### config.mk
export PLATFORM = sky130hd
export DESIGN_NAME = impact_alarm_controller_core
export DESIGN_NICKNAME = d
export VERILOG_FILES = /design/src/hdl/iac_pkg.sv /design/src/hdl/impact_alarm_controller_core.sv /design/src/hdl/iac_mag.sv
export SDC_FILE = /design/constraint.sdc
export NUM_CORES = 2
export LEC_CHECK = 0
export BUFFER_PORTS_ARGS = -buffer_cell sky130_fd_sc_hd__buf_2
export CORE_UTILIZATION = 60
export CTS_CLUSTER_SIZE = 16
export DETAILED_ROUTE_END_ITERATION = 10
export PLACE_DENSITY = 0.78
export RECOVER_POWER = 50
export SYNTH_ARGS = -nofsm -noshare
export SYNTH_HDL_FRONTEND = slang
export SYNTH_SLANG_ARGS = --single-unit
### constraint.sdc
create_clock -name clock -period 18 [get_ports clock]
set_input_delay 1.8 -clock clock [delete_from_list [all_inputs] [get_ports clock]]
set_output_delay 1.8 -clock clock [all_outputs]
set_load 0.05 [all_outputs]
### src/hdl/iac_pkg.sv
package iac_pkg;

   // Why an alert stopped in the current tick.
   typedef enum logic [1:0] {
      STOP_NONE    = 2'd0,
      STOP_RESET   = 2'd1,
      STOP_TIMEOUT = 2'd2
   } stop_type;

   // Configuration register indexes.
   localparam logic [2:0] CSR_ACCEL_LIMIT_SQ = 3'd0;
   localparam logic [2:0] CSR_GYRO_LIMIT_SQ  = 3'd1;
   localparam logic [2:0] CSR_ALARM_TICKS    = 3'd2;
   localparam logic [2:0] CSR_BLINK_TICKS    = 3'd3;

   localparam int CSR_INDEX_W = 3;
   localparam int CSR_DATA_W  = 33;
   localparam int LIMIT_W     = 33;
   localparam int TICK_W      = 32;
   localparam int SQ_W        = 31;
   localparam int SUM_W       = 32;

   // Reset values: 4 g at 16384 LSB/g and 250 dps at 131 LSB/dps, squared.
   localparam logic [LIMIT_W-1:0] ACCEL_LIMIT_SQ_RST = 33'd4294967296;
   localparam logic [LIMIT_W-1:0] GYRO_LIMIT_SQ_RST  = 33'd1072562500;
   localparam logic [TICK_W-1:0]  ALARM_TICKS_RST    = 32'd15000;
   localparam logic [TICK_W-1:0]  BLINK_TICKS_RST    = 32'd500;

   typedef struct packed {
      logic signed [15:0] accel_x;
      logic signed [15:0] accel_y;
      logic signed [15:0] accel_z;
      logic signed [15:0] gyro_x;
      logic signed [15:0] gyro_y;
      logic signed [15:0] gyro_z;
      logic               panic_pressed;
      logic               reset_pressed;
   } req_type;

   typedef struct packed {
      logic     alarm_on;
      logic     alert_active;
      logic     panic_fired;
      logic     impact_fired;
      stop_type stop_reason;
   } rsp_type;

   // Summary of one sample after the magnitude check.
   typedef struct packed {
      logic panic;
      logic rst;
      logic accel_over;
      logic gyro_over;
   } mag_type;

endpackage

### src/hdl/impact_alarm_controller_core.sv
// Impact and panic alarm controller. One input transfer is one millisecond tick
// carrying a raw accelerometer and gyro sample plus the panic and reset button
// levels; every input transfer produces exactly one result transfer.
// Input channel req_*: a transfer happens at a clock edge with req_valid high and
// req_stall low. Result channel rsp_*: a transfer happens with rsp_valid high and
// rsp_stall low. Configuration port csr_*: csr_ready is always high, so a write
// lands at every edge with csr_valid high; write only while no tick is in flight.
// Ticks pass the input register, squaring stage, sum-and-compare stage, then the
// alarm state update that loads the result register. Throughput is one tick per
// cycle unless stalled; the alarm state (timers, active and blink flags) is read
// and written in the same cycle so back-to-back ticks see each other's effects.
// When the receiver stalls with a result waiting, the whole pipeline freezes and
// req_stall follows, so nothing is dropped and each result holds its value.
// Synchronous reset clears the pipeline valid bits, the tick counter, the alarm
// state and loads the configuration registers with their default thresholds
// (4 g, 250 dps), a 15000-tick alarm duration and a 500-tick blink interval.
module impact_alarm_controller_core (
   input  logic                                clock,
   input  logic                                reset,
   input  logic                                req_valid,
   output logic                                req_stall,
   input  iac_pkg::req_type                    req_data,
   output logic                                rsp_valid,
   input  logic                                rsp_stall,
   output iac_pkg::rsp_type                    rsp_data,
   input  logic                                csr_valid,
   output logic                                csr_ready,
   input  logic [iac_pkg::CSR_INDEX_W-1:0]     csr_index,
   input  logic [iac_pkg::CSR_DATA_W-1:0]      csr_wdata
);
   import iac_pkg::*;

   // Configuration registers.
   logic [LIMIT_W-1:0] accel_limit_ff;
   logic [LIMIT_W-1:0] gyro_limit_ff;
   logic [TICK_W-1:0]  alarm_ticks_ff;
   logic [TICK_W-1:0]  blink_ticks_ff;

   // The pipeline moves as one unless a finished result is being held back.
   logic    advance;
   logic    in_valid_ff;
   req_type in_data_ff;
   logic    mag_valid;
   mag_type mag;

   // Alarm state.
   logic [TICK_W-1:0] tick_now_ff;
   logic [TICK_W-1:0] alert_start_ff;
   logic [TICK_W-1:0] alert_start_in;
   logic [TICK_W-1:0] last_toggle_ff;
   logic [TICK_W-1:0] last_toggle_in;
   logic              active_ff;
   logic              active_in;
   logic              blink_ff;
   logic              blink_in;
   logic              drive_ff;
   logic              drive_in;

   logic    rsp_valid_ff;
   rsp_type rsp_data_ff;
   rsp_type rsp_data_in;

   assign advance   = !(rsp_valid_ff && rsp_stall);
   assign req_stall = !advance;
   assign csr_ready = 1'b1;

   always_ff @(posedge clock) begin
      if (reset) begin
         accel_limit_ff <= ACCEL_LIMIT_SQ_RST;
         gyro_limit_ff  <= GYRO_LIMIT_SQ_RST;
         alarm_ticks_ff <= ALARM_TICKS_RST;
         blink_ticks_ff <= BLINK_TICKS_RST;
      end else if (csr_valid) begin
         case (csr_index)
            CSR_ACCEL_LIMIT_SQ: accel_limit_ff <= csr_wdata;
            CSR_GYRO_LIMIT_SQ:  gyro_limit_ff  <= csr_wdata;
            CSR_ALARM_TICKS:    alarm_ticks_ff <= csr_wdata[TICK_W-1:0];
            CSR_BLINK_TICKS:    blink_ticks_ff <= csr_wdata[TICK_W-1:0];
            default: begin
               // Indexes past the register list are dropped.
            end
         endcase
      end
   end

   // Input register.
   always_ff @(posedge clock) begin
      if (reset) begin
         in_valid_ff <= 1'b0;
      end else if (advance) begin
         in_valid_ff <= req_valid;
      end
   end

   always_ff @(posedge clock) begin
      if (advance) begin
         in_data_ff <= req_data;
      end
   end

   iac_mag u_mag (
      .clock          (clock),
      .reset          (reset),
      .advance        (advance),
      .in_valid       (in_valid_ff),
      .in_data        (in_data_ff),
      .accel_limit_sq (accel_limit_ff),
      .gyro_limit_sq  (gyro_limit_ff),
      .out_valid      (mag_valid),
      .out_data       (mag)
   );

   // One tick of the alarm sequence: panic raise, reset stop, then either the
   // magnitude check when idle or the timeout and blink handling when active.
   always_comb begin
      logic panic_fire;
      logic active_a;
      logic reset_stop;
      panic_fire     = mag.panic && !active_ff;
      active_a       = active_ff || mag.panic;
      reset_stop     = mag.rst && active_a;
      active_in      = active_a && !mag.rst;
      alert_start_in = panic_fire ? tick_now_ff : alert_start_ff;
      last_toggle_in = last_toggle_ff;
      blink_in       = blink_ff;
      drive_in       = reset_stop ? 1'b0 : drive_ff;
      rsp_data_in.panic_fired  = panic_fire;
      rsp_data_in.impact_fired = 1'b0;
      rsp_data_in.stop_reason  = reset_stop ? STOP_RESET : STOP_NONE;
      if (!active_in) begin
         if (mag.accel_over || mag.gyro_over) begin
            active_in                = 1'b1;
            alert_start_in           = tick_now_ff;
            rsp_data_in.impact_fired = 1'b1;
         end
      end else if (TICK_W'(tick_now_ff - alert_start_in) >= alarm_ticks_ff) begin
         active_in               = 1'b0;
         drive_in                = 1'b0;
         rsp_data_in.stop_reason = STOP_TIMEOUT;
      end else if (TICK_W'(tick_now_ff - last_toggle_ff) >= blink_ticks_ff) begin
         last_toggle_in = tick_now_ff;
         blink_in       = !blink_ff;
         drive_in       = !blink_ff;
      end
      rsp_data_in.alarm_on     = drive_in;
      rsp_data_in.alert_active = active_in;
   end

   always_ff @(posedge clock) begin
      if (reset) begin
         tick_now_ff    <= '0;
         alert_start_ff <= '0;
         last_toggle_ff <= '0;
         active_ff      <= 1'b0;
         blink_ff       <= 1'b0;
         drive_ff       <= 1'b0;
         rsp_valid_ff   <= 1'b0;
      end else if (advance) begin
         rsp_valid_ff <= mag_valid;
         if (mag_valid) begin
            tick_now_ff    <= tick_now_ff + 1'b1;
            alert_start_ff <= alert_start_in;
            last_toggle_ff <= last_toggle_in;
            active_ff      <= active_in;
            blink_ff       <= blink_in;
            drive_ff       <= drive_in;
         end
      end
   end

   always_ff @(posedge clock) begin
      if (advance) begin
         rsp_data_ff <= rsp_data_in;
      end
   end

   assign rsp_valid = rsp_valid_ff;
   assign rsp_data  = rsp_data_ff;

`ifndef SYNTH
   // The drive is cleared on every stop, so it can only be high during an alert.
   a_drive_needs_alert: assert property (@(posedge clock) disable iff (reset)
      rsp_valid |-> (!rsp_data.alarm_on || rsp_data.alert_active))
      else $error("alarm_on high without an active alert");

   // A timeout ends the tick idle; no new alert can start after it.
   a_timeout_ends_idle: assert property (@(posedge clock) disable iff (reset)
      (rsp_valid && rsp_data.stop_reason == STOP_TIMEOUT) |->
      (!rsp_data.alert_active && !rsp_data.alarm_on))
      else $error("alert still active after a timeout stop");

   // An impact raise is the last step of a tick, so the alert is still on.
   a_impact_leaves_active: assert property (@(posedge clock) disable iff (reset)
      (rsp_valid && rsp_data.impact_fired) |-> rsp_data.alert_active)
      else $error("impact fired but alert not active");

   // The alarm state only moves when a tick leaves the compare stage.
   a_tick_counts_items: assert property (@(posedge clock) disable iff (reset)
      !(mag_valid && advance) |=> $stable(tick_now_ff))
      else $error("tick counter moved without a tick");
`endif

endmodule

### src/hdl/iac_mag.sv
module iac_mag (
   input  logic                            clock,
   input  logic                            reset,
   input  logic                            advance,
   input  logic                            in_valid,
   input  iac_pkg::req_type                in_data,
   input  logic [iac_pkg::LIMIT_W-1:0]     accel_limit_sq,
   input  logic [iac_pkg::LIMIT_W-1:0]     gyro_limit_sq,
   output logic                            out_valid,
   output iac_pkg::mag_type                out_data
);
   import iac_pkg::*;

   // Stage one: six squares. Stage two: two sums and the threshold compares.
   logic [SQ_W-1:0]  sq_ff [6];
   logic [SQ_W-1:0]  sq_in [6];
   logic             sq_valid_ff;
   logic             sq_panic_ff;
   logic             sq_rst_ff;
   logic [SUM_W-1:0] accel_sum;
   logic [SUM_W-1:0] gyro_sum;
   logic             mag_valid_ff;
   mag_type          mag_ff;
   mag_type          mag_in;

   // Each axis is sign extended to 32 bits before the multiply, so the full
   // square is kept even for the most negative sample.
   always_comb begin
      sq_in[0] = SQ_W'(32'(in_data.accel_x) * 32'(in_data.accel_x));
      sq_in[1] = SQ_W'(32'(in_data.accel_y) * 32'(in_data.accel_y));
      sq_in[2] = SQ_W'(32'(in_data.accel_z) * 32'(in_data.accel_z));
      sq_in[3] = SQ_W'(32'(in_data.gyro_x) * 32'(in_data.gyro_x));
      sq_in[4] = SQ_W'(32'(in_data.gyro_y) * 32'(in_data.gyro_y));
      sq_in[5] = SQ_W'(32'(in_data.gyro_z) * 32'(in_data.gyro_z));
   end

   // Each square is at most 2^30, so three of them fit in 32 bits.
   assign accel_sum = SUM_W'(sq_ff[0]) + SUM_W'(sq_ff[1]) + SUM_W'(sq_ff[2]);
   assign gyro_sum  = SUM_W'(sq_ff[3]) + SUM_W'(sq_ff[4]) + SUM_W'(sq_ff[5]);

   always_comb begin
      mag_in.panic      = sq_panic_ff;
      mag_in.rst        = sq_rst_ff;
      mag_in.accel_over = {1'b0, accel_sum} > accel_limit_sq;
      mag_in.gyro_over  = {1'b0, gyro_sum} > gyro_limit_sq;
   end

   always_ff @(posedge clock) begin
      if (reset) begin
         sq_valid_ff  <= 1'b0;
         mag_valid_ff <= 1'b0;
      end else if (advance) begin
         sq_valid_ff  <= in_valid;
         mag_valid_ff <= sq_valid_ff;
      end
   end

   always_ff @(posedge clock) begin
      if (advance) begin
         sq_ff       <= sq_in;
         sq_panic_ff <= in_data.panic_pressed;
         sq_rst_ff   <= in_data.reset_pressed;
         mag_ff      <= mag_in;
      end
   end

   assign out_valid = mag_valid_ff;
   assign out_data  = mag_ff;

endmodule
==> results.yml <==
floorplanning:
  dieHeight_um: 366
  coreArea_mm2: 0.131
  start_util: 0.605
  num_rows: 133
  die_area_mm2: 0.134
  io_pins: 148
  die_width_um: 366
worst_setup_path:
  crit_buf_inv: 3
  cp_num_cells: 24
  worstRegToRegCells: 24
  startpoint: "u_mag.out_data[3]"
  worstPathCellList: "nand2b_2 -> clkbuf_1 -> o21ai_0 -> ha_1 -> inv_1 -> fa_1 -> a211oi_1 -> o21bai_1 -> nand4_1 -> a211oi_1 -> o21ai_0 -> a21oi_1 -> and3_1 -> nor2_1 -> xnor2_1 -> ha_1 -> a21o_1 -> a2111oi_0 -> o21ai_0 -> or3_1 -> and2_4 -> nor3_4 -> buf_4 -> mux2i_1"
  crit_fanout: 33
  r2r_slack_ns: 10.04
  end_kind: "flop"
  cp.arrival_ns: 8.52
  cpPeakStageDelay_ns: 1.71
  start_kind: "flop"
  timing.rr.end: "last_toggle_ff[26]"
  r2r-start: "u_mag.out_data[3]"
  worstPathRequired_ns: 18.56
  worstSetupPathType: "flop to flop"
  crit_path_end: "last_toggle_ff[26]"
  cpLargestDelayFamily: "compound AO/OA/AOI/OAI gates"
  cpMaxStageDelayCell: "clkbuf_1"
  crit_top_cell: "o21ai_0"
grt:
  gr-usage-met2: 0.494
  grt_usage: 0.284
  grt_max_degree: 92
  grt_pass1_vias: 61000
  grt.overflow.total: 0
  grtUsageMet3: 0.0351
  grtUsageMet1: 0.366
  grt_pass1_wl_mm: 305
  antenna_found_initial: 6
  busiest_layer: "met2"
layout:
  finalNetCount: 10800
  fillers: 10600
  seqCellArea_mm2: 0.0134
  area_growth_pct: 5.67
  multi_input_area_mm2: 0.0573
  layout-drive-gt1-share: 0.0368
route:
  vias: 56100
  ant_nets: 0
  drt-vias-per-instance: 5.47
  drc: 0
  drt_pass1_iterations: 6
  wl_per_cell_um: 17.7
  finalWirelength_mm: 182
  drtIter0Drc: 3572
synthesis:
  ys_types: 82
  synth_area_mm2: 0.0796
  ys_ff_latch: 523
  avgSynthCellArea_um2: 9.43
  synth_warnings: 0
  seq_area_frac_synth: 0.168
  synth_cells: 8434
  synth-edff-count: 290
  ys.flop_type: "edfxtp_1"
  ys_async_sr_fraction: 0
clock_network:
  cts-root-buf: "clkbuf_16"
  post-cts-setup-buffers: 0
  h-tree-depth: 3
  post_cts_resize_count: 0
  path_clk_slew_ns: 0.06
  cts.path.max_buffers: 3
  cts_tree: "built"
  clock_sinks: 523
  clock_latency_ns: 0.68
  numCtsBuffers: 67
  cts_hold_buf: 0
timing:
  slew_violations: 572
  timing.final.crit_share: 0.442
  max_freq_ghz: 0.126
  tightestPinTransition_ns: 4.15
  setup_tns_ns: 0
  hold_violations: 0
  fin_worst_skew_ns: 0.0287
  grt_setup_unrepaired: "false"
  slew_headroom: -1.77
  min_period_ns: 7.96
  setup_viol: 0
place:
  gp_congestion: 0.945
  port_buffers: 146
  dp_hpwl_mm: 149
worst_hold_path:
  hold_class: "flop to flop"
run_status:
  status: "complete, but fails checks"
  violations: "max-capacitance violations, max-slew violations"
run:
  drv_cap: 9
## logic make-up after synthesis
family	after synthesis	share of synthesized area
multiplexers	67	0.00852
buffers and inverters	2376	0.112
AND/OR/NAND/NOR	1909	0.108
XOR/XNOR	378	0.0416
flip-flops	523	0.168
adder cells (fa/ha/maj)	2205	0.483
other	2	0.0000944
AO/OA/AOI/OAI	974	0.0789
## cell type report
type | count | area share
timing repair buffer | 161 | 0.00942
inverter | 2154 | 0.0962
multi-input combinational | 5536 | 0.681
clock inverter | 37 | 0.00490
clock buffer | 87 | 0.0229
antenna | 3 | 0.0000893
sequential | 523 | 0.159
tap | 1755 | 0.0261
## layer usage
metal | vias up | part of all wire | wire length, um
met1 | 28200 | 0.40 | 72500
met5 | - | 0.000039 | 7
met4 | 2 | 0.037 | 6740
met3 | 365 | 0.061 | 11100
met2 | 1645 | 0.50 | 91200
li1 | 25900 | - | -
## metrics by stage
step | cells | util | setup WS, ns | hold slack [ns] | cell area, um2
2_1_floorplan | 8435 | - | 5.80 | 0.400 | 79600
3_3_place_gp | 10100 | 0.622 | 10.87 | 0.415 | 81800
3_5_place_dp | 10100 | 0.622 | 10.63 | 0.417 | 81800
4_1_cts | 10300 | 0.640 | 10.55 | 0.427 | 84100
5_1_grt | 10300 | 0.639 | 9.46 | 0.449 | 84100
6_report | 10300 | 0.639 | 10.04 | 0.430 | 84100
## flip-flops by register name (all words and copies together), names as in the netlist, 32 cells and up
register / flops
tick_now_ff: 32
alert_start_ff: 32
blink_ticks_ff: 32
gyro_limit_ff: 33
u_mag.sq_ff: 180
last_toggle_ff: 32
accel_limit_ff: 33
alarm_ticks_ff: 32
in_data_ff: 98
## cell usage in the layout (no fill, tap or decap), types with 13 or more instances in the layout
cell       netlist  routed
a211oi_1        32      32
a21o_1         157     157
a21oi_1        367     366
a31o_2          22      22
a31oi_1         19      19
and2_1         207     205
and3_1          29      29
buf_2            0     126
clkbuf_1       212      35
clkbuf_16        0      72
clkinv_1        11      13
dfxtp_1        233     233
edfxtp_1       290     290
fa_1          1439    1439
ha_1           766     766
inv_1         2143    2144
mux2i_1         61      61
nand2_1        906     906
nand2b_1        41      40
nand3_1         58      58
nand4_1         52      52
nor2_1         414     414
nor2b_1         58      58
nor3_1          57      56
nor4_1          13      13
o211ai_1        36      36
o21a_1          65      65
o21ai_0        120     120
o21bai_1        30      30
o31ai_1         15      15
or2_2           22      22
or3_1           18      18
xnor2_1        270     270
xor2_1         108     108
## Yosys cell counts (7+ instances only)
master        n  area (um2)
o31ai_1      15         113
nand2b_1     41         257
a221oi_1      7        61.3
or3_1        18         113
o21bai_1     30         225
a2111oi_0    10        87.6
nand3_1      58         290
a31o_2       22         193
clkbuf_1    212         796
and4_1        9        78.8
o211ai_1     36         270
nor2_1      414        1550
nor4_1       13        81.3
a31oi_1      19         119
o2111ai_1    10        87.6
nor2b_1      58         363
a21oi_1     367        1840
nand2_1     906        3400
or2_2        22         138
xnor2_1     270        2360
dfxtp_1     233        4660
or4_1         7        52.6
nand4_1      52         325
o21ai_0     120         601
inv_1      2143        8040
a211o_1       8        70.1
edfxtp_1    290        8710
clkinv_1     11        41.3
and3_1       29         181
and2_1      207        1290
a211oi_1     32         240
fa_1       1439       28800
xor2_1      108         946
nor3_1       57         285
mux2i_1      61         611
o21a_1       65         488
ha_1        766        9580
a311oi_1      8        70.1
a21o_1      157        1180
## worst min path at each step
stage                           start                end  slack (ns)  cells after the start
floorplan             u_mag.sq_rst_ff  u_mag.out_data[2]        0.40                      0
global placement      u_mag.sq_rst_ff  u_mag.out_data[2]        0.42                      0
detailed placement    u_mag.sq_rst_ff  u_mag.out_data[2]        0.42                      0
CTS                 u_mag.sq_panic_ff  u_mag.out_data[3]        0.43                      0
global route          u_mag.sq_rst_ff  u_mag.out_data[2]        0.45                      0
finish              u_mag.sq_panic_ff  u_mag.out_data[3]        0.43                      0
Power is left out: the tool's default activity adds up to more than one toggle a clock period on the data nets, which glitch-free logic cannot reach.
